<file path="src/design/region_table_bump_allocator_unit_defines.svh">
// Assertion macros for the region table bump allocator.
// Included by the top level; expects clk and rst_n in scope at the use site.
`ifndef REGION_TABLE_BUMP_ALLOCATOR_UNIT_DEFINES_SVH
`define REGION_TABLE_BUMP_ALLOCATOR_UNIT_DEFINES_SVH

`ifndef SYNTHESIS
// Same-cycle implication, checked outside reset
`define RTBA_ASSERT_IMPL(name, ante, cons, msg) \
    name: assert property (@(posedge clk) disable iff (!rst_n) (ante) |-> (cons)) \
        else $error(msg);
// Next-cycle implication, checked outside reset
`define RTBA_ASSERT_NEXT(name, ante, cons, msg) \
    name: assert property (@(posedge clk) disable iff (!rst_n) (ante) |=> (cons)) \
        else $error(msg);
`else
`define RTBA_ASSERT_IMPL(name, ante, cons, msg)
`define RTBA_ASSERT_NEXT(name, ante, cons, msg)
`endif

`endif

</file>
<file path="src/design/rtba_pkg.sv">
// Shared types, codes and constants for the region table bump allocator.
// No dependencies; imported by every module of the block.
`timescale 1ns / 1ps
`default_nettype none

package rtba_pkg;

    // Sizes
    localparam int TABLE_DEPTH_DEF = 512;
    localparam int ADDR_W          = 32;
    localparam int GRANULE_SHIFT   = 10;  // request granule of 1024 bytes
    localparam int PAGE_SHIFT      = 12;  // page of 4096 bytes
    localparam int PAGE_W          = ADDR_W - GRANULE_SHIFT + 1;
    localparam int SUM_W           = PAGE_W + PAGE_SHIFT + 1;

    // Configuration port
    localparam int PADDR_W = 3;
    localparam int PDATA_W = 32;
    localparam int REGIDX_W = PADDR_W - 2;
    localparam logic [REGIDX_W-1:0] REG_POOL_BASE = '0;

    typedef enum logic [1:0] {
        ACT_ALLOC   = 2'd0,
        ACT_RELEASE = 2'd1,
        ACT_CHECK   = 2'd2
    } action_t;

    typedef enum logic [1:0] {
        STATUS_OK       = 2'd0,
        STATUS_FULL     = 2'd1,
        STATUS_NO_SPACE = 2'd2
    } status_t;

    typedef enum logic [1:0] {
        ST_IDLE,
        ST_ALLOC,
        ST_SCAN,
        ST_FINISH
    } state_t;

    typedef struct packed {
        action_t           action;
        logic [ADDR_W-1:0] request_size;
        logic [ADDR_W-1:0] address;
    } cmd_t;

    typedef struct packed {
        logic [ADDR_W-1:0] region_address;
        logic              in_region;
        status_t           status;
    } result_t;

    // One table row: region start and its inclusive end (start + length)
    typedef struct packed {
        logic              valid;
        logic [ADDR_W-1:0] start;
        logic [ADDR_W-1:0] last;
    } row_t;

    typedef struct packed {
        logic rd_en;
        logic wr_en;
        row_t wr_row;
    } mem_ctl_t;

endpackage

`default_nettype wire

</file>
<file path="src/design/rtba_match.sv">
// Shared compare unit: tests one table row against the key of the command.
// Depends on rtba_pkg for the row type.
`timescale 1ns / 1ps
`default_nettype none

module rtba_match (
    input  wire rtba_pkg::row_t                  row,
    input  wire logic [rtba_pkg::ADDR_W-1:0]     key,
    input  wire logic                            exact,
    output logic                                 hit
);
    import rtba_pkg::*;

    logic eq_start;
    logic in_range;

    // Release matches the start exactly; check accepts both ends of the region
    always_comb
    begin
        eq_start = (row.start == key);
        in_range = (key >= row.start) && (key <= row.last);
        hit      = row.valid && (exact ? eq_start : in_range);
    end

endmodule

`default_nettype wire

</file>
<file path="config.mk">
export PLATFORM = sky130hd
export DESIGN_NAME = rtba_match
export DESIGN_NICKNAME = d
export VERILOG_FILES = /design/src/design/region_table_bump_allocator_unit_defines.svh /design/src/design/rtba_pkg.sv /design/src/design/rtba_match.sv
export SDC_FILE = /design/constraint.sdc
export NUM_CORES = 1
export LEC_CHECK = 0
export ABC_AREA = 1
export BUFFER_PORTS_ARGS = -buffer_cell sky130_fd_sc_hd__clkbuf_2
export CAP_MARGIN = 20
export CORE_MARGIN = 8
export CORE_UTILIZATION = 47
export DETAILED_ROUTE_END_ITERATION = 16
export PLACE_DENSITY_LB_ADDON = 0.12
export SLEW_MARGIN = 15
export SYNTH_ARGS = -nofsm -noshare
export SYNTH_HDL_FRONTEND = slang
export SYNTH_SLANG_ARGS = --single-unit
</file>
<file path="constraint.sdc">
create_clock -name vclk -period 1.5
set_input_delay 0.15 -clock vclk [all_inputs]
set_output_delay 0.15 -clock vclk [all_outputs]
set_load 0.01 [all_outputs]
</file>
==> results_dict.tcl, run 1 <==
set metrics [dict create \
    p_leak_nw 1.695 \
    synthAdderAreaFrac_pct 46.14 \
    portBuffers 99 \
    finalSetupViolations 1 \
    max_stage_delay_ns 0.27 \
    rsz0062_at_grt "yes" \
    grt_pass1_vias 2012 \
    yosys.area_share.xor_xnor_pct 0 \
    crit_path_end_kind "output pin" \
    slew_viol_final 0 \
    critPathMostFrequentCell "nor2_4" \
    path_delay_family "simple AND/OR/NAND/NOR gates" \
    switchingPower_uw 459.4 \
    route.vias.total 2194 \
    power_uw 929.9 \
    clock.fmax_ghz 0.6030 \
    min_path_type "in2out" \
    cp_cell_sequence "buf_8 > ha_4 > nand2_4 > nor2_4 > and2_4 > nand3_4 > nor2_4 > and3b_1 > a21oi_2 > nor2_2 > buf_2" \
    grt_antenna_before_repair 0 \
    slew_headroom_pct 87.14 \
    fin_ws_ns -0.1583 \
    num-clock-buffers 0 \
    syn_to_final_growth_pct 82.70 \
    critPathBufInv 2 \
    switching_share_pct 49.40 \
    yosysWarnings 0 \
    cap_violations 0 \
    pwr-share-clk_pct 0 \
    crit_fanout 2 \
    synth_area_um2 1735 \
    die_h_um 76.77 \
    critical_path_class "in2out" \
    p_per_area_nw_per_um2 293.3 \
    wl_per_cell_um 15.82 \
    ios 99 \
    drt-vias-per-instance 5.021 \
    holdPathEnd "hit" \
    hp-start "row[64]" \
    ir_drop_v 0.0002113 \
    internal_power_uw 470.6 \
    outcome "complete, but fails checks" \
    final-seq-area_um2 0 \
    drive_above_1_share_pct 59.38 \
    sequentialPowerShare_pct 0 \
    period_share_pct 110.6 \
    routed_wirelength_mm 6.913 \
    design.die.area_um2 5893 \
    die_x_um 76.77 \
    gp_congestion 0.7846 \
    drtIter0Drc 54 \
    start_util_pct 48.13 \
    synth_compound_area_share_pct 12.47 \
    ys_seq_area_share_pct 0 \
    syn_inst 284 \
    tightestPinTransition_ns 0.1914 \
    syn_nets 446 \
    slowest_stage "ha_4" \
    drt_first_pass_iters 4 \
    grt_max_degree 4 \
    start_kind "primary input" \
    worstPathRequired_ns 1.35 \
    layout.nets 553 \
    synth-simple-area-share_pct 24.30 \
    remaining_drc_errors 0 \
    rows 22 \
    cp.arrival_ns 1.51 \
    final_antenna_net_count 0 \
    diodes 0 \
    fin_crit_ns 1.658 \
    hold_viol_final 0 \
    core_um2 3606 \
    violations "negative setup slack" \
    grt_pass1_wl_mm 7.652 \
    syn_area_per_cell_um2 6.111 \
    hold_depth 4 \
    grt_usage_pct 14.09 \
    synth_top_family_by_area "adder cells" \
    seq_cell_count 0 \
    tns_ns -0.1583 \
    postCtsHoldBufs 0 \
    synth_mux_area_share_pct 0 \
    synth.distinct_cells 19 \
    p_comb_share_pct 100.0 \
    dp_hpwl_mm 4.148 \
    grt_overflow_total 0 \
]
-- metrics by stage --
step | area (um2) | util [%] | worst slack [ns] | cells | hold slack, ns
after floorplan | 1735 | - | 0.1302 | 284 | 0.4041
after global placement | 2298 | 63.74 | -0.1331 | 432 | 0.6094
after detailed placement | 2298 | 63.74 | -0.1753 | 432 | 0.6105
after CTS | 2298 | 63.74 | -0.1624 | 432 | 0.6105
after global routing | 3171 | 87.93 | -0.2881 | 437 | 0.6219
final | 3171 | 87.93 | -0.1583 | 437 | 0.6109
-- per-layer routing --
| metal | track usage [%] | vias to the layer above | part of all wire [%] |
|---|---|---|---|
| met4 | 1.154 | 0 | 4.7 |
| met1 | 16.52 | 968 | 38 |
| met5 | 0 | - | 0 |
| met2 | 25.49 | 87 | 51 |
| met3 | 3.846 | 29 | 6.6 |
| li1 | - | 1110 | - |
-- tightest hold or removal path, delay by kind of cell --
family,cells,cell delay [ns]
buffers and inverters,2,0.22
and+or+nand+nor,2,0.09
-- layout make-up --
class | count | area (um2)
fill | 201 | 435.4
multi-input combinational | 205 | 2142
inverter | 79 | 299.0
tap | 48 | 60.06
timing repair buffer | 105 | 669.4
-- placed cells by master (no fill, tap or decap), drive strengths merged --
master	n
and3b	1
nor2	20
clkbuf	72
nand3	4
buf	33
nand4	2
a21oi	31
nor3	3
nand2	69
ha	64
o21a	3
o21ai	6
a21o	1
and2	1
inv	79
-- power by group through the flow --
stage | Clock, mW | Sequential [mW] | Combinational (mW)
after global routing | 0 | 0 | 1.03
after global placement | 0 | 0 | 0.532
after floorplan | 0 | 0 | 0.330
after detailed placement | 0 | 0 | 0.545
final | 0 | 0 | 0.930
after CTS | 0 | 0 | 0.550
-- cell usage after synthesis, drive strengths merged (2+ instances only) --
library cell  instances  area share (%)
inv                  79              17
nand2                69              15
ha                   64              46
a21oi                31             8.9
nor2                 20             4.8
o21ai                 6             1.7
nand3                 4             1.4
nor3                  3             1.4
o21a                  3             1.4
nand4                 2            0.72
-- how the worst max path moves through the flow --
stage	slack, ns	endpoint	depth (start not counted)	startpoint
6_report	-0.16	hit	11	key[31]
3_5_place_dp	-0.18	hit	12	row[63]
4_1_cts	-0.16	hit	12	row[61]
3_3_place_gp	-0.13	hit	13	row[29]
5_1_grt	-0.29	hit	13	row[29]
2_1_floorplan	0.13	hit	10	row[63]
-- timing repair --
| action | in CTS | in global routing |
|---|---|---|
| setup buffers | 0 | 5 |
| gates resized for setup | 0 | 183 |
| cloned | 0 | 0 |
| pin swaps | 1 | 74 |
| setup endpoints to repair | 1 | 1 |
-- cell families (layout without fill, tap and decap cells) --
family / after synthesis / after routing
adders and majority gates: 64 / 64
AOI/OAI and AO/OA: 41 / 41
and+or+nand+nor: 100 / 100
buffers and inverters: 79 / 184
Power figures use the tool's default switching activity.
==> run 2, diff against run 1 <==
--- a/config.mk
+++ b/config.mk
@@ -9,7 +9,7 @@
 export BUFFER_PORTS_ARGS = -buffer_cell sky130_fd_sc_hd__clkbuf_2
 export CAP_MARGIN = 20
 export CORE_MARGIN = 8
-export CORE_UTILIZATION = 47
+export CORE_UTILIZATION = 51
 export DETAILED_ROUTE_END_ITERATION = 16
 export PLACE_DENSITY_LB_ADDON = 0.12
 export SLEW_MARGIN = 15
==> constraint.sdc (replaced) <==
create_clock -name vclk -period 2
set_input_delay 0.2 -clock vclk [all_inputs]
set_output_delay 0.2 -clock vclk [all_outputs]
set_load 0.01 [all_outputs]
==> results_dict.tcl, run 2 (synthesis gave the netlist of run 1 again) <==
set metrics [dict create \
    outcome "completed" \
    die_h_um 74.34 \
    critical_path_class "in2out" \
    nFillCells 343 \
    crit_end "hit" \
    grt_pass1_wl_mm 6.810 \
    crit_start "key[31]" \
    crit_fanout 2 \
    crit_path_end_kind "output pin" \
    slew_headroom_pct 86.42 \
    drt-vias-per-instance 4.434 \
    hold_viol_final 0 \
    postCtsHoldBufs 0 \
    layout.nets 547 \
    fin_crit_ns 1.739 \
    routed_wirelength_mm 4.134 \
    p_leak_nw 1.611 \
    worstPathRequired_ns 1.80 \
    rows 21 \
    grt_max_degree 4 \
    grt_overflow_total 0 \
    tns_ns 0 \
    finalSetupViolations 0 \
    cap_violations 0 \
    seq_cell_count 0 \
    dp_slack_ns 0.2498 \
    start_util_pct 52.42 \
    grt_antenna_before_repair 0 \
    drive_above_1_share_pct 28.46 \
    p_per_area_nw_per_um2 175.0 \
    post-cts-setup-buffers 0 \
    hp-start "row[64]" \
    final_common_cell "clkbuf_2" \
    ios 99 \
    cp.arrival_ns 1.54 \
    rsz0062_at_grt "no" \
    drtIter0Drc 34 \
    tightestPinTransition_ns 0.2015 \
    die_x_um 74.34 \
    dp_hpwl_mm 4.047 \
    start_kind "primary input" \
    gp_congestion 0.7525 \
    grt_usage_pct 14.50 \
    clock.fmax_ghz 0.5751 \
    min_path_type "in2out" \
    core_um2 3311 \
    grt_pass1_vias 1746 \
    design.die.area_um2 5526 \
    layout_common_cells "99 x clkbuf_2, 77 x inv_1, 69 x nand2_1" \
    final-seq-area_um2 0 \
    final_antenna_net_count 0 \
    syn_to_final_growth_pct 31.87 \
    remaining_drc_errors 0 \
    drt_first_pass_iters 3 \
    route.vias.total 1902 \
    period_share_pct 86.94 \
    wl_per_cell_um 9.636 \
    num-clock-buffers 0 \
    fin_ws_ns 0.2612 \
    portBuffers 99 \
    cts_resized 0 \
    diodes 0 \
    slew_viol_final 0 \
    ir_drop_v 0.00009214 \
]
[run 2: cell types whose count changed in the layout (fill, tap and decap cells not counted), moves of 22 or more]
cell,delta
inv_1,+23
ha_1,+40
inv_2,-22
ha_4,-40
clkbuf_2,+27
nand2_2,-24
nand2_1,+26
[run 2: per-layer routing]
metal  vias to the layer above  part of all wire [%]  track usage, %
met2                        56                    44           24.90
met1                       749                    47           19.57
met5                         -                     0               0
met3                         2                   8.2           1.752
li1                       1095                     -               -
met4                         0                  0.34          0.6522
[run 2: how the worst min path moves through the flow]
stage               slack, ns  depth (start not counted)   to
global route             0.74                          4  hit
CTS                      0.71                          4  hit
finish                   0.70                          4  hit
detailed placement       0.71                          4  hit
floorplan                0.50                          2  hit
global placement         0.71                          4  hit
[run 2: metrics by stage]
stage          power [mW]  hold slack (ns)  util (%)  instances  area (um2)
6_report           0.4005           0.6991     69.12        429        2288
5_1_grt            0.4763           0.7350     69.12        429        2288
4_1_cts            0.4071           0.7064     69.12        429        2288
3_5_place_dp       0.4032           0.7064     69.12        429        2288
2_1_floorplan      0.2473           0.5041         -        284        1735
3_3_place_gp       0.3928           0.7081     69.12        429        2288
[run 2: cell type report]
type                            instances  area (um2)  area share [%]
Tap cell                               46       57.56           2.515
Multi-Input combinational cell        205        1439           62.88
Timing Repair Buffer                   99       495.5           21.65
Inverter                               79       296.5           12.96
[run 2: worst max-delay path, stage by stage]
cell and delay [ns]:
clkbuf_2 0.10, ha_1 0.29, nand2_1 0.08, nor2_2 0.13, and2_4 0.16, nand3_2 0.06
nor2_2 0.10, and3b_1 0.16, a21oi_1 0.05, nor2_2 0.07, clkbuf_2 0.14
[run 2: power breakdown]
group          switching, mW  internal (mW)  total [mW]
combinational          0.203          0.198       0.400
clock                      0              0           0
sequential                 0              0           0
total                  0.203          0.198       0.400
==> run 3, diff against run 2 <==
--- a/config.mk
+++ b/config.mk
@@ -11,7 +11,7 @@
 export CORE_MARGIN = 8
 export CORE_UTILIZATION = 51
 export DETAILED_ROUTE_END_ITERATION = 16
-export PLACE_DENSITY_LB_ADDON = 0.12
+export PLACE_DENSITY = 0.91
 export SLEW_MARGIN = 15
 export SYNTH_ARGS = -nofsm -noshare
 export SYNTH_HDL_FRONTEND = slang
==> results_dict.tcl, run 3 (synthesis gave the netlist of run 1 again) <==
set metrics [dict create \
    slew_viol_final 0 \
    diodes 0 \
    design.die.area_um2 5526 \
    grt_overflow_total 0 \
    pwr-share-clk_pct 0 \
    grt_pass1_vias 1927 \
    cap_violations 0 \
    ios 99 \
    drtIter0Drc 35 \
    fin_crit_ns 1.757 \
    grt_antenna_before_repair 0 \
    rows 21 \
    start_kind "primary input" \
    final_antenna_net_count 0 \
    grt_pass1_wl_mm 7.231 \
    worstPathRequired_ns 1.80 \
    drt-vias-per-instance 4.662 \
    core_um2 3311 \
    postCtsHoldBufs 0 \
    critical_path_class "in2out" \
    switching_share_pct 50.96 \
    wl_per_cell_um 10.41 \
    final_common_cell "clkbuf_2" \
    drive_above_1_share_pct 28.46 \
    p_comb_share_pct 100.0 \
    final-seq-area_um2 0 \
    tns_ns 0 \
    nFillCells 327 \
    post-cts-setup-buffers 0 \
    portBuffers 99 \
    switchingPower_uw 207.2 \
    layout.nets 547 \
    p_leak_nw 1.611 \
    start_util_pct 52.42 \
    num-clock-buffers 0 \
    crit_path_end_kind "output pin" \
    routed_wirelength_mm 4.466 \
    internal_power_uw 199.4 \
    cp.arrival_ns 1.56 \
    period_share_pct 87.87 \
    ir_drop_v 0.00009684 \
    grt_max_degree 4 \
    seq_cell_count 0 \
    grt_usage_pct 15.44 \
    die_x_um 74.34 \
    die_h_um 74.34 \
    clock.fmax_ghz 0.5690 \
    remaining_drc_errors 0 \
    route.vias.total 2000 \
    tightestPinTransition_ns 0.2305 \
    layout_common_cells "99 x clkbuf_2, 77 x inv_1, 69 x nand2_1" \
    crit_fanout 2 \
    slew_headroom_pct 84.47 \
    cts_resized 0 \
    rsz0062_at_grt "no" \
    syn_to_final_growth_pct 31.87 \
    p_per_area_nw_per_um2 177.7 \
    finalSetupViolations 0 \
    fin_ws_ns 0.2426 \
    dp_slack_ns 0.2206 \
    min_path_type "in2out" \
    dp_hpwl_mm 4.387 \
    drt_first_pass_iters 4 \
    sequentialPowerShare_pct 0 \
    gp_congestion 0.7938 \
    outcome "completed" \
    hold_viol_final 0 \
]
-- run 3: cell counts in the layout (fill, tap and decap cells not counted) --
No cell type changed its count.
-- run 3: layer usage --
layer,share of wire [%],vias to the layer above,track usage (%)
li1,-,1096,-
met1,41,851,17.81
met2,51,53,30.47
met3,7.8,0,2.156
met4,0,0,0
met5,0,-,0
-- run 3: final timing paths --
check | from | endpoint | slack (ns) | cells past startpoint
max | row[59] | hit | 0.24 | 12
min | row[64] | hit | 0.71 | 4
-- run 3: cell type report --
type               instances  area [um2]  share of cell area (%)
well taps                 46       57.56                   2.515
multi-input cells        205        1439                   62.88
inverters                 79       296.5                   12.96
repair buffers            99       495.5                   21.65
-- run 3: power groups by stage --
stage	registers [mW]	logic, mW	clock network, mW
floorplan	0	0.247	0
global placement	0	0.391	0
detailed placement	0	0.409	0
CTS	0	0.413	0
global route	0	0.479	0
finish	0	0.407	0
-- run 3: critical path, cell delays in order --
cell and delay, ns:
clkbuf_2 0.07, inv_1 0.03, ha_1 0.28, nand2_1 0.08, nor2_1 0.12, and2_4 0.16
nand3_2 0.06, nor2_2 0.10, and3b_1 0.16, a21oi_1 0.05, nor2_2 0.10, clkbuf_2 0.14
-- run 3: stage by stage --
| stage | power [mW] | hold WS, ns | cells | utilization [%] | area (um2) |
|---|---|---|---|---|---|
| finish | 0.4066 | 0.7054 | 429 | 69.12 | 2288 |
| global route | 0.4793 | 0.7391 | 429 | 69.12 | 2288 |
| CTS | 0.4128 | 0.7099 | 429 | 69.12 | 2288 |
| detailed placement | 0.4092 | 0.7099 | 429 | 69.12 | 2288 |
| global placement | 0.3908 | 0.7063 | 429 | 69.12 | 2288 |
| floorplan | 0.2473 | 0.5041 | 284 | - | 1735 |
