## config.mk

```make
export PLATFORM = sky130hd
export DESIGN_NAME = rtba_seq
export DESIGN_NICKNAME = d
export VERILOG_FILES = /design/src/design/region_table_bump_allocator_unit_defines.svh /design/src/design/rtba_pkg.sv /design/src/design/rtba_seq.sv
export SDC_FILE = /design/constraint.sdc
export NUM_CORES = 1
export LEC_CHECK = 0
export ABC_CLOCK_PERIOD_IN_PS = 5400
export BUFFER_PORTS_ARGS = -buffer_cell sky130_fd_sc_hd__buf_4
export CORE_MARGIN = 8
export CORE_UTILIZATION = 35
export CTS_BUF_LIST = sky130_fd_sc_hd__clkbuf_2 sky130_fd_sc_hd__clkbuf_4 sky130_fd_sc_hd__clkbuf_8
export DETAILED_ROUTE_END_ITERATION = 12
export PLACE_DENSITY_LB_ADDON = 0.08
export SLEW_MARGIN = 20
export SYNTH_ARGS = -nofsm -noshare
export SYNTH_HDL_FRONTEND = slang
export SYNTH_SLANG_ARGS = --single-unit
export TNS_END_PERCENT = 50
```

## constraint.sdc

```tcl
create_clock -name clk -period 5.4 [get_ports clk]
set_input_delay 1.62 -clock clk [delete_from_list [all_inputs] [get_ports clk]]
set_output_delay 1.62 -clock clk [all_outputs]
set_load 0.03 [all_outputs]
```

## src/design/region_table_bump_allocator_unit_defines.svh

```systemverilog
// Assertion macros for the region table bump allocator.
// Included by the top level; expects clk and rst_n in scope at the use site.
`ifndef REGION_TABLE_BUMP_ALLOCATOR_UNIT_DEFINES_SVH
`define REGION_TABLE_BUMP_ALLOCATOR_UNIT_DEFINES_SVH

`ifndef SYNTHESIS
// Same-cycle implication, checked outside reset
`define RTBA_ASSERT_IMPL(name, ante, cons, msg) \
    name: assert property (@(posedge clk) disable iff (!rst_n) (ante) |-> (cons)) \
        else $error(msg);
// Next-cycle implication, checked outside reset
`define RTBA_ASSERT_NEXT(name, ante, cons, msg) \
    name: assert property (@(posedge clk) disable iff (!rst_n) (ante) |=> (cons)) \
        else $error(msg);
`else
`define RTBA_ASSERT_IMPL(name, ante, cons, msg)
`define RTBA_ASSERT_NEXT(name, ante, cons, msg)
`endif

`endif

```

## src/design/rtba_pkg.sv

```systemverilog
// Shared types, codes and constants for the region table bump allocator.
// No dependencies; imported by every module of the block.
`timescale 1ns / 1ps
`default_nettype none

package rtba_pkg;

    // Sizes
    localparam int TABLE_DEPTH_DEF = 512;
    localparam int ADDR_W          = 32;
    localparam int GRANULE_SHIFT   = 10;  // request granule of 1024 bytes
    localparam int PAGE_SHIFT      = 12;  // page of 4096 bytes
    localparam int PAGE_W          = ADDR_W - GRANULE_SHIFT + 1;
    localparam int SUM_W           = PAGE_W + PAGE_SHIFT + 1;

    // Configuration port
    localparam int PADDR_W = 3;
    localparam int PDATA_W = 32;
    localparam int REGIDX_W = PADDR_W - 2;
    localparam logic [REGIDX_W-1:0] REG_POOL_BASE = '0;

    typedef enum logic [1:0] {
        ACT_ALLOC   = 2'd0,
        ACT_RELEASE = 2'd1,
        ACT_CHECK   = 2'd2
    } action_t;

    typedef enum logic [1:0] {
        STATUS_OK       = 2'd0,
        STATUS_FULL     = 2'd1,
        STATUS_NO_SPACE = 2'd2
    } status_t;

    typedef enum logic [1:0] {
        ST_IDLE,
        ST_ALLOC,
        ST_SCAN,
        ST_FINISH
    } state_t;

    typedef struct packed {
        action_t           action;
        logic [ADDR_W-1:0] request_size;
        logic [ADDR_W-1:0] address;
    } cmd_t;

    typedef struct packed {
        logic [ADDR_W-1:0] region_address;
        logic              in_region;
        status_t           status;
    } result_t;

    // One table row: region start and its inclusive end (start + length)
    typedef struct packed {
        logic              valid;
        logic [ADDR_W-1:0] start;
        logic [ADDR_W-1:0] last;
    } row_t;

    typedef struct packed {
        logic rd_en;
        logic wr_en;
        row_t wr_row;
    } mem_ctl_t;

endpackage

`default_nettype wire

```

## src/design/rtba_seq.sv

```systemverilog
// Sequencer: command capture, allocation arithmetic and the table scan.
// Depends on rtba_pkg; drives rtba_mem and reads the rtba_match result.
`timescale 1ns / 1ps
`default_nettype none

module rtba_seq #(
    parameter int TABLE_DEPTH = rtba_pkg::TABLE_DEPTH_DEF,
    parameter int IDX_W       = 9,
    parameter int CNT_W       = 10
) (
    input  wire logic                         clk,
    input  wire logic                         rst_n,
    input  wire logic                         start,
    input  wire rtba_pkg::cmd_t               cmd,
    input  wire logic                         cfg_wr,
    input  wire logic [rtba_pkg::ADDR_W-1:0]  cfg_data,
    input  wire logic                         hit,
    output logic                              busy,
    output logic                              done,
    output rtba_pkg::result_t                 result,
    output rtba_pkg::mem_ctl_t                mem_ctl,
    output logic [IDX_W-1:0]                  rd_addr,
    output logic [IDX_W-1:0]                  wr_addr,
    output logic [rtba_pkg::ADDR_W-1:0]       key,
    output logic                              exact
);
    import rtba_pkg::*;

    state_t              state_reg,     state_next;
    cmd_t                cmd_reg,       cmd_next;
    logic [CNT_W-1:0]    used_reg,      used_next;
    logic [ADDR_W-1:0]   next_free_reg, next_free_next;
    logic [CNT_W-1:0]    issue_reg,     issue_next;
    logic                pend_reg,      pend_next;
    logic [IDX_W-1:0]    pidx_reg,      pidx_next;
    result_t             res_reg,       res_next;

    logic [PAGE_W-1:0]   pages;
    logic [SUM_W-1:0]    end_sum;
    logic                table_full;
    logic                no_space;

    // Region length and end address for an allocate
    always_comb
    begin
        pages      = PAGE_W'(cmd_reg.request_size >> GRANULE_SHIFT) + PAGE_W'(1);
        end_sum    = SUM_W'(next_free_reg) + (SUM_W'(pages) << PAGE_SHIFT);
        no_space   = |end_sum[SUM_W-1:ADDR_W];
        table_full = (used_reg >= CNT_W'(TABLE_DEPTH));
    end

    // Next state
    always_comb
    begin
        state_next = state_reg;
        case (state_reg)
            ST_IDLE:
            begin
                if (start)
                begin
                    case (cmd.action)
                        ACT_ALLOC:   state_next = ST_ALLOC;
                        ACT_RELEASE,
                        ACT_CHECK:   state_next = (used_reg == '0) ? ST_FINISH : ST_SCAN;
                        default:     state_next = ST_FINISH;
                    endcase
                end
            end
            ST_ALLOC:  state_next = ST_FINISH;
            ST_SCAN:
            begin
                // last row issued; its compare commits at this edge
                if (issue_reg == used_reg)
                begin
                    state_next = ST_FINISH;
                end
            end
            ST_FINISH: state_next = ST_IDLE;
            default:   state_next = ST_IDLE;
        endcase
    end

    // Datapath and table control
    always_comb
    begin
        cmd_next       = cmd_reg;
        used_next      = used_reg;
        next_free_next = next_free_reg;
        issue_next     = issue_reg;
        pend_next      = 1'b0;
        pidx_next      = pidx_reg;
        res_next       = res_reg;
        mem_ctl        = '0;
        rd_addr        = issue_reg[IDX_W-1:0];
        wr_addr        = pidx_reg;

        // Pool base write restarts the free pointer
        if (cfg_wr)
        begin
            next_free_next = cfg_data;
        end

        case (state_reg)
            ST_IDLE:
            begin
                if (start)
                begin
                    cmd_next   = cmd;
                    issue_next = '0;
                    res_next   = '{region_address: '0, in_region: 1'b0,
                                   status: STATUS_OK};
                end
            end
            ST_ALLOC:
            begin
                if (table_full)
                begin
                    res_next.status = STATUS_FULL;
                end
                else if (no_space)
                begin
                    res_next.status = STATUS_NO_SPACE;
                end
                else
                begin
                    mem_ctl.wr_en  = 1'b1;
                    mem_ctl.wr_row = '{valid: 1'b1, start: next_free_reg,
                                       last: end_sum[ADDR_W-1:0]};
                    wr_addr        = used_reg[IDX_W-1:0];
                    used_next      = used_reg + CNT_W'(1);
                    next_free_next = end_sum[ADDR_W-1:0];
                    res_next.region_address = next_free_reg;
                end
            end
            ST_SCAN:
            begin
                // Issue the next row read
                if (issue_reg != used_reg)
                begin
                    mem_ctl.rd_en = 1'b1;
                    issue_next    = issue_reg + CNT_W'(1);
                    pend_next     = 1'b1;
                    pidx_next     = issue_reg[IDX_W-1:0];
                end
                // Act on the row read last cycle
                if (pend_reg && hit)
                begin
                    if (cmd_reg.action == ACT_RELEASE)
                    begin
                        mem_ctl.wr_en  = 1'b1;
                        mem_ctl.wr_row = '0;
                        wr_addr        = pidx_reg;
                    end
                    else
                    begin
                        res_next.in_region = 1'b1;
                    end
                end
            end
            ST_FINISH: ;
            default:   ;
        endcase
    end

    // Control registers
    always_ff @(posedge clk or negedge rst_n)
    begin
        if (!rst_n)
        begin
            state_reg     <= ST_IDLE;
            used_reg      <= '0;
            next_free_reg <= '0;
            issue_reg     <= '0;
            pend_reg      <= 1'b0;
            res_reg       <= '{region_address: '0, in_region: 1'b0, status: STATUS_OK};
        end
        else
        begin
            state_reg     <= state_next;
            used_reg      <= used_next;
            next_free_reg <= next_free_next;
            issue_reg     <= issue_next;
            pend_reg      <= pend_next;
            res_reg       <= res_next;
        end
    end

    // Payload registers
    always_ff @(posedge clk)
    begin
        cmd_reg  <= cmd_next;
        pidx_reg <= pidx_next;
    end

    assign busy   = (state_reg != ST_IDLE);
    assign done   = (state_reg == ST_FINISH);
    assign result = res_reg;
    assign key    = cmd_reg.address;
    assign exact  = (cmd_reg.action == ACT_RELEASE);

endmodule

`default_nettype wire

```

==> flow_metrics.py, run 1 <==
metrics = {
    "global_routing": {
        "grt_pass1_wl_um": 38900,
        "antenna_found_initial": 1,
        "track_usage_pct": 17.2,
        "met2_usage_pct": 27.2,
        "use_met3_pct": 6.43,
        "met1_usage_pct": 22.1,
        "grt.overflow.total": 0,
        "gr-max-usage-layer": "met2",
        "grt_pass1_vias": 6657,
        "grt_max_degree": 70,
    },
    "flow_run": {
        "maxCapViolCount": 0,
    },
    "final_layout": {
        "antenna_cells": 0,
        "fin_util_pct": 49.6,
        "largest_reg_flops": 35,
        "multiInputGateArea_um2": 3800,
        "fillers": 2212,
        "finalInstanceArea_um2": 11700,
        "area_growth_pct": 38.5,
        "final_net_count": 1134,
        "drive_above_1_share_pct": 43.5,
        "regArea_um2": 4200,
    },
    "synthesis": {
        "yosys.area.top_type_share_pct": 26.7,
        "synth_top_area_cell": "dfrtp_1",
        "syn-num-nets": 877,
        "yosysWarnings": 0,
        "postSynthRegisterBits": 155,
        "syn_avg_cell_area_um2": 11.4,
        "synth_most_common_cell": "dfrtp_1",
        "ys_seq_area_share_pct": 49.9,
        "syn_area_um2": 8420,
        "synth_edf_count": 65,
        "synth.area.top_cells": "dfrtp_1, edfxtp_1, ha_1",
        "syn_inst": 736,
        "synthTopCellsByCount": "dfrtp_1, edfxtp_1, buf_4, mux2i_1, nor2_1",
        "ys_types": 66,
        "ys_async_sr_fraction_pct": 58.1,
        "synth_ff_type": "dfrtp_1",
    },
    "route": {
        "routed_wl_um": 25400,
        "dr.pass1.iters": 6,
        "wire_per_inst_um": 19.2,
        "route.vias.total": 6397,
        "viasPerCell": 4.83,
        "postRouteAntennaNets": 0,
        "dr.first_iter.drc_count": 368,
        "drc": 0,
    },
    "timing": {
        "min_period_over_period_pct": 110,
        "rsz0062_at_grt": "true",
        "period_needed_ns": 5.93,
        "fin_setup_tns_ns": -36.52,
        "relSlewSlack_pct": 37.2,
        "setup_ws_ns": -0.529,
        "fmax_mhz": 169,
        "hold_violations": 0,
        "final_max_slew_viol_count": 0,
        "skew_ns": 0.0129,
        "worstMarginPinSlew_ns": 0.942,
        "setup_viol": 75,
    },
    "worst_setup_path": {
        "worstPathArrival_ns": 4.31,
        "required_ns": 3.78,
        "critPathKind": "flop to output port",
        "end_kind": "output port",
        "worst_setup_path_start_kind": "flop",
        "crit_fanout": 7,
    },
    "pwr": {
        "p_leak_uw": 0.00534,
        "power_density_nw_per_um2": 217,
        "max-vdd-ir-drop_uv": 155,
        "fin_total_pwr_uw": 2530,
    },
    "clock_network": {
        "cts_buffers": 17,
        "clock_latency_ns": 0.46,
        "cts_sinks": 155,
        "cts_root_buf": "clkbuf_8",
        "cts.path.max_buffers": 2,
        "htreeDepth": 4,
        "cts_tree": "yes",
        "clkTransAtPathRegs_ns": 0.11,
    },
    "floorplanning": {
        "coreArea_um2": 23500,
        "initial_utilization_pct": 35.8,
        "die-width_um": 171,
        "die_h_um": 171,
        "rows": 56,
        "fp.dieArea_um2": 29300,
        "io_pins": 258,
    },
    "placement": {
        "postPlaceCellArea_um2": 10700,
        "routabilityCongestion": 0.824,
        "portBuffers": 247,
        "dp_hpwl_um": 19300,
    },
    "run_status": {
        "violations": "setup timing",
        "run_status": "finished, violations left",
    },
    "hold_path": {
        "hp-class": "flop to flop",
    },
}
-- layout make-up --
type	count	share of cell area [%]
Clock buffer	17	2.01
Clock inverter	15	1.72
Inverter	27	0.912
Multi-Input combinational cell	472	32.6
Sequential cell	155	36.0
Tap cell	319	3.42
Timing Repair Buffer	320	23.3
-- final timing paths --
check / start / depth (start not counted) / slack, ns / endpoint
hold / removal: next_free_reg[7] / 1 / 0.51 / result[10]
hold reg to reg: next_free_reg[7] / 1 / 0.51 / result[10]
max in group asynchronous: rst_n / 2 / 3.20 / next_free_reg[26]
min in group asynchronous: rst_n / 1 / 1.28 / next_free_reg[10]
setup / recovery: cmd_reg[45] / 19 / -0.53 / mem_ctl[55]
setup reg to reg: cmd_reg[45] / 17 / 1.11 / result[22]
-- worst max-delay path, cell delays in order (launching register included) --
cell	delay, ns
edfxtp_1	0.36
and4_4	0.25
and2_4	0.15
and4_4	0.21
and2_4	0.17
nand3_4	0.08
xnor2_2	0.15
ha_1	0.29
nand4_1	0.17
inv_1	0.07
a22oi_2	0.21
a31oi_2	0.13
or4_4	0.45
buf_6	0.14
a211oi_4	0.28
nand3_4	0.15
inv_6	0.14
clkbuf_16	0.16
and2_1	0.15
buf_6	0.14
-- routing by layer --
layer,up-vias,part of all wire (%)
met4,2,0.84
met1,3081,45
met5,-,0.051
met3,16,9.5
li1,3093,-
met2,205,45
-- placed cells by master (no fill, tap or decap), types with 25 or more instances in the layout --
master / n
buf_6: 66
edfxtp_1: 65
nor2_1: 30
nand2_1: 30
ha_1: 36
a22o_1: 32
dfrtp_1: 90
buf_4: 249
inv_1: 25
xnor2_1: 27
xor2_1: 29
mux2i_1: 42
-- power breakdown --
part	switching [uW]	total [uW]	internal (uW)
combinational	144	291	148
clock	556	957	402
sequential	32.8	1280	1250
-- kinds of logic (layout without fill, tap and decap cells) --
family,Yosys count,count (layout),synth area share [%]
buffers and inverters,109,379,7.95
muxes,63,63,7.80
DFF,155,155,49.9
AOI/OAI and AO/OA,116,116,9.75
adders and majority gates,38,38,5.74
xor gates and xnor gates,59,59,6.14
and+or+nand+nor,196,196,12.7
-- stage by stage --
| stage | instances | hold WS (ns) | setup slack [ns] |
|---|---|---|---|
| 2_1_floorplan | 736 | 0.474 | -0.0194 |
| 3_3_place_gp | 1282 | 0.489 | -0.181 |
| 3_5_place_dp | 1282 | 0.493 | -0.189 |
| 4_1_cts | 1322 | 0.515 | -0.654 |
| 5_1_grt | 1325 | 0.532 | -0.706 |
| 6_report | 1325 | 0.511 | -0.529 |
-- repair_timing --
| item | CTS | global route |
|---|---|---|
| hold endpoints to repair | 0 | 0 |
| gates cloned | 1 | 1 |
| resized for setup | 88 | 35 |
| endpoints found under the setup margin | 75 | 75 |
| pin swaps | 21 | 13 |
| hold buffers | 0 | 0 |
| buffers inserted | 7 | 3 |
Power figures use the tool's default switching activity.
==> run 2, diff against run 1 <==
- CORE_MARGIN: 8 -> default
==> flow_metrics.py, run 2 (synthesis gave the netlist of run 1 again) <==
metrics = {
    "worst_setup_path": {
        "ff2ff_setup_slack_ns": 0.95,
        "critPathKind": "flop to output port",
        "crit_fanout": 5,
        "critPathTopFamily": "simple AND/OR/NAND/NOR gates",
        "end_kind": "output port",
        "r2r-end": "next_free_reg[9]",
        "required_ns": 3.78,
        "r2r_cells": 18,
        "worst_setup_path_start_kind": "flop",
        "cpMaxStageDelayCell": "or4_4",
        "critPathLaunch": "cmd_reg[44]",
        "worstPathArrival_ns": 4.42,
        "crit_cells": 18,
        "r2r-start": "cmd_reg[44]",
        "critPathCapture": "wr_addr[5]",
        "path_buf_inv": 3,
        "max_stage_delay_ns": 0.46,
        "path_cells": "and4_4, and2_4, and4_4, and2_4, nand2_2, xnor2_1, ha_1, nand4_1, a2111oi_1, o21ai_1, a31oi_2, or4_4, a211o_1, nor2_4, buf_4, buf_12, mux2_4, buf_6",
    },
    "route": {
        "dr.first_iter.drc_count": 248,
        "route.vias.total": 6505,
        "postRouteAntennaNets": 0,
        "drc": 0,
        "wire_per_inst_um": 17.7,
        "routed_wl_um": 23700,
        "dr.pass1.iters": 4,
        "viasPerCell": 4.86,
    },
    "clock_network": {
        "cts_root_buf": "clkbuf_8",
        "clock_latency_ns": 0.47,
        "cts_buffers": 17,
        "clkTransAtPathRegs_ns": 0.10,
        "cts.path.max_buffers": 2,
        "htreeDepth": 4,
        "cts_hold_buffers": 0,
        "cts_tree": "yes",
        "cts_sinks": 155,
    },
    "floorplanning": {
        "rows": 56,
        "fp.dieArea_um2": 24700,
        "io_pins": 258,
        "initial_utilization_pct": 35.8,
        "die_h_um": 157,
        "die-width_um": 157,
        "coreArea_um2": 23500,
    },
    "pwr": {
        "p_leak_uw": 0.00539,
        "max-vdd-ir-drop_uv": 129,
        "power_density_nw_per_um2": 210,
    },
    "global_routing": {
        "grt_max_degree": 74,
        "antenna_found_initial": 0,
        "track_usage_pct": 19.4,
        "grt_pass1_wl_um": 36100,
        "grt_pass1_vias": 6403,
        "grt.overflow.total": 0,
    },
    "final_layout": {
        "final_common_cell": "buf_4",
        "final_net_count": 1148,
        "antenna_cells": 0,
        "layout_common_cells": "buf_4, dfrtp_1, edfxtp_1",
        "multiInputGateArea_um2": 3750,
        "fillers": 2208,
        "regArea_um2": 4200,
        "largest_reg_flops": 35,
        "drive_above_1_share_pct": 43.3,
        "layout.cells.non_filler": 1339,
        "area_growth_pct": 37.9,
    },
    "timing": {
        "period_needed_ns": 6.04,
        "fmax_mhz": 166,
        "skew_ns": 0.0197,
        "setup_ws_ns": -0.635,
        "worstMarginPinSlew_ns": 0.992,
        "hold_violations": 0,
        "setup_viol": 75,
        "relSlewSlack_pct": 33.9,
        "min_period_over_period_pct": 112,
        "hold_slack_ns": 0.512,
        "fin_setup_tns_ns": -43.34,
        "rsz0062_at_grt": "true",
        "final_max_slew_viol_count": 0,
    },
    "placement": {
        "routabilityCongestion": 0.816,
        "dp_slack_ns": -0.253,
        "dp.cells": 1287,
        "dp_hpwl_um": 17500,
        "portBuffers": 247,
    },
    "hold_path": {
        "hp-class": "flop to flop",
    },
    "flow_run": {
        "maxCapViolCount": 0,
    },
    "run_status": {
        "violations": "setup timing",
        "run_status": "finished, violations left",
    },
}
==> run 2: cell types whose count changed in the layout (fill, tap and decap cells not counted), moves of 2 or more <==
| cell | before | now |
|---|---|---|
| buf_4 | 249 | 272 |
| nor2_1 | 30 | 40 |
| buf_6 | 66 | 59 |
| nor2_2 | 8 | 2 |
| and2_1 | 14 | 10 |
| and2_4 | 23 | 27 |
| clkinv_4 | 2 | 6 |
| clkinv_8 | 5 | 1 |
| nor2_4 | 5 | 1 |
| inv_6 | 2 | 4 |
| inv_8 | 5 | 3 |
==> run 2: worst min path at each step <==
stage                                  from    endpoint  slack (ns)  cells after the start
after floorplan           next_free_reg[11]  result[14]        0.47                      1
after global placement           result[16]  result[16]        0.49                      1
after detailed placement         result[15]  result[15]        0.49                      1
after CTS                  next_free_reg[2]   result[5]        0.51                      1
after global routing       next_free_reg[2]   result[5]        0.53                      1
final                            result[13]  result[13]        0.51                      1
==> run 2: metal layers <==
layer  GRT usage [%]  part of all wire, %  vias to the layer above  wire (um)
met3            5.40                  6.9                       17       1640
met2            30.6                   45                      227      10700
met4            5.18                  1.2                        0        276
met5               0                    0                        -          0
met1            26.1                   47                     3132      11100
li1                -                    -                     3129          -
==> run 2: area by class of cell <==
class / instances / share of cell area, %
inverter: 27 / 0.916
tap: 319 / 3.44
clock inverter: 14 / 1.14
sequential: 155 / 36.2
timing repair buffer: 334 / 23.9
multi-input combinational: 472 / 32.3
clock buffer: 18 / 2.08
==> run 2: repair_timing <==
| item | CTS | global route |
|---|---|---|
| resized for setup | 67 | 32 |
| setup endpoints to repair | 75 | 75 |
| buffers inserted | 10 | 10 |
| pin swaps | 12 | 12 |
| cloned | 1 | 1 |
==> run 2: through the flow <==
step	power [uW]	instance area, um2	utilization (%)
after CTS	2470	11400	48.6
after global placement	1580	10700	45.5
after floorplan	1440	8500	-
after global routing	2550	11600	49.3
final	2430	11600	49.3
after detailed placement	1590	10700	45.5
==> run 2: report_power, final <==
group          internal [uW]  total (uW)  switching [uW]
Clock                    343         863             520
Sequential              1250        1280            33.2
Combinational            150         287             137
==> run 2: worst reg2reg max path, stage by stage (launching register included) <==
cell	delay, ns
edfxtp_1	0.36
and4_4	0.24
and2_4	0.15
and4_4	0.22
and2_4	0.17
nand2_2	0.06
xnor2_1	0.20
ha_1	0.31
nand4_1	0.19
a2111oi_1	0.07
o21ai_1	0.20
a31oi_2	0.15
or4_4	0.46
a211o_1	0.35
buf_4	0.14
buf_4	0.12
buf_4	0.16
o21ai_4	0.40
mux2_2	0.40
==> run 3, diff against run 2 <==
- CORE_MARGIN: default -> 2
- SKIP_CTS_REPAIR_TIMING: default -> 1
==> flow_metrics.py, run 3 (synthesis gave the netlist of run 1 again) <==
metrics = {
    "final_layout": {
        "final_net_count": 1144,
        "antenna_cells": 0,
        "multiInputGateArea_um2": 3850,
        "layout_common_cells": "buf_4, dfrtp_1, buf_6",
        "fillers": 2190,
        "regArea_um2": 4200,
        "area_growth_pct": 40.7,
        "layout.cells.non_filler": 1335,
        "final_common_cell": "buf_4",
        "drive_above_1_share_pct": 45.0,
        "largest_reg_flops": 35,
    },
    "worst_setup_path": {
        "max_stage_delay_ns": 0.47,
        "crit_fanout": 6,
        "required_ns": 3.78,
        "cpMaxStageDelayCell": "or4_4",
        "critPathKind": "flop to output port",
        "worst_setup_path_start_kind": "flop",
        "end_kind": "output port",
        "path_cells": "and4_4, and2_4, and4_4, and2_4, nand3_4, xnor2_2, ha_1, nand4_1, inv_1, a22oi_2, a31oi_2, or4_4, a211o_1, nor2_4, buf_4, mux2_4, buf_6",
        "worstPathArrival_ns": 4.42,
    },
    "clock_network": {
        "clock_latency_ns": 0.46,
        "cts_sinks": 155,
        "cts_buffers": 17,
        "cts_root_buf": "clkbuf_8",
        "cts_tree": "yes",
        "clkTransAtPathRegs_ns": 0.10,
        "htreeDepth": 4,
        "cts.path.max_buffers": 2,
    },
    "timing": {
        "relSlewSlack_pct": 54.5,
        "worstMarginPinSlew_ns": 0.677,
        "setup_viol": 75,
        "final_max_slew_viol_count": 0,
        "min_period_over_period_pct": 112,
        "rsz0062_at_grt": "true",
        "setup_ws_ns": -0.636,
        "period_needed_ns": 6.04,
        "skew_ns": 0.0199,
        "hold_violations": 0,
        "fmax_mhz": 166,
    },
    "pwr": {
        "power_density_nw_per_um2": 216,
        "p_leak_uw": 0.00544,
        "max-vdd-ir-drop_uv": 153,
    },
    "route": {
        "drc": 0,
        "routed_wl_um": 24000,
        "dr.first_iter.drc_count": 256,
        "route.vias.total": 6415,
        "wire_per_inst_um": 18.0,
        "postRouteAntennaNets": 0,
        "dr.pass1.iters": 4,
        "viasPerCell": 4.81,
    },
    "floorplanning": {
        "io_pins": 258,
        "initial_utilization_pct": 35.8,
        "die-width_um": 159,
        "fp.dieArea_um2": 25300,
        "rows": 56,
        "die_h_um": 159,
        "coreArea_um2": 23500,
    },
    "run_status": {
        "run_status": "finished, violations left",
        "violations": "setup timing",
    },
    "hold_path": {
        "hp-class": "flop to flop",
    },
    "global_routing": {
        "grt.overflow.total": 0,
        "grt_pass1_wl_um": 36800,
        "track_usage_pct": 18.5,
        "grt_pass1_vias": 6525,
        "grt_max_degree": 72,
        "antenna_found_initial": 0,
    },
    "placement": {
        "routabilityCongestion": 0.812,
        "dp.cells": 1291,
        "dp_slack_ns": -0.316,
        "dp_hpwl_um": 17900,
        "portBuffers": 247,
    },
    "flow_run": {
        "maxCapViolCount": 0,
    },
}
-- run 3: cell types whose count changed in the layout (fill, tap and decap cells not counted), moves of 4 or more --
cell      before  now
and2_1        10    4
clkinv_4       6    2
nor2_1        40   28
buf_4        272  254
nor2_4         1   11
buf_6         59   67
and2_4        27   33
-- run 3: report_power, final --
| group | internal, uW | switching (uW) |
|---|---|---|
| Combinational | 152 | 148 |
| Clock | 459 | 519 |
| Sequential | 1250 | 31.1 |
| Total | 1860 | 697 |
-- run 3: through the flow --
step	TNS (ns)	util (%)	total power, uW	cell area (um2)	hold WS (ns)
4_1_cts	-44.90	47.4	2570	11200	0.518
5_1_grt	-57.14	50.3	2680	11800	0.526
6_report	-38.27	50.3	2560	11800	0.512
2_1_floorplan	-0.136	-	1440	8500	0.474
3_3_place_gp	-2.29	45.6	1590	10700	0.485
3_5_place_dp	-4.12	45.6	1590	10700	0.493
-- run 3: per-layer routing --
layer | up-vias | wire (um) | GRT usage (%)
met5 | - | 0 | 0
met4 | 0 | 156 | 3.55
met3 | 10 | 1610 | 5.83
met2 | 199 | 11100 | 28.6
met1 | 3087 | 11200 | 25.8
li1 | 3119 | - | -
-- run 3: layout make-up --
class / instances / area share, %
Sequential cell: 155 / 35.5
Multi-Input combinational cell: 472 / 32.5
Timing Repair Buffer: 330 / 24.1
Tap cell: 319 / 3.37
Clock buffer: 19 / 2.21
Clock inverter: 13 / 1.45
Inverter: 27 / 0.919
-- run 3: worst max-delay path: cells and delay by family (launching register included) --
| kind | cells | cell delay (ns) |
|---|---|---|
| AND/OR/NAND/NOR | 8 | 1.76 |
| AO/OA/AOI/OAI | 3 | 0.69 |
| buffers and inverters | 3 | 0.39 |
| flip-flops | 1 | 0.36 |
| multiplexers | 1 | 0.30 |
| adder cells (fa/ha/maj) | 1 | 0.29 |
| XOR/XNOR | 1 | 0.15 |
-- run 3: final timing paths --
kind	endpoint	start	slack (ns)	depth (start not counted)
worst max-delay path	wr_addr[0]	cmd_reg[45]	-0.64	17
worst min-delay path	result[8]	result[8]	0.51	1
worst max register to register	next_free_reg[21]	cmd_reg[45]	1.04	18
worst min register to register	result[8]	result[8]	0.51	1
max in group asynchronous	result[25]	rst_n	3.40	3
min in group asynchronous	result[7]	rst_n	1.05	1
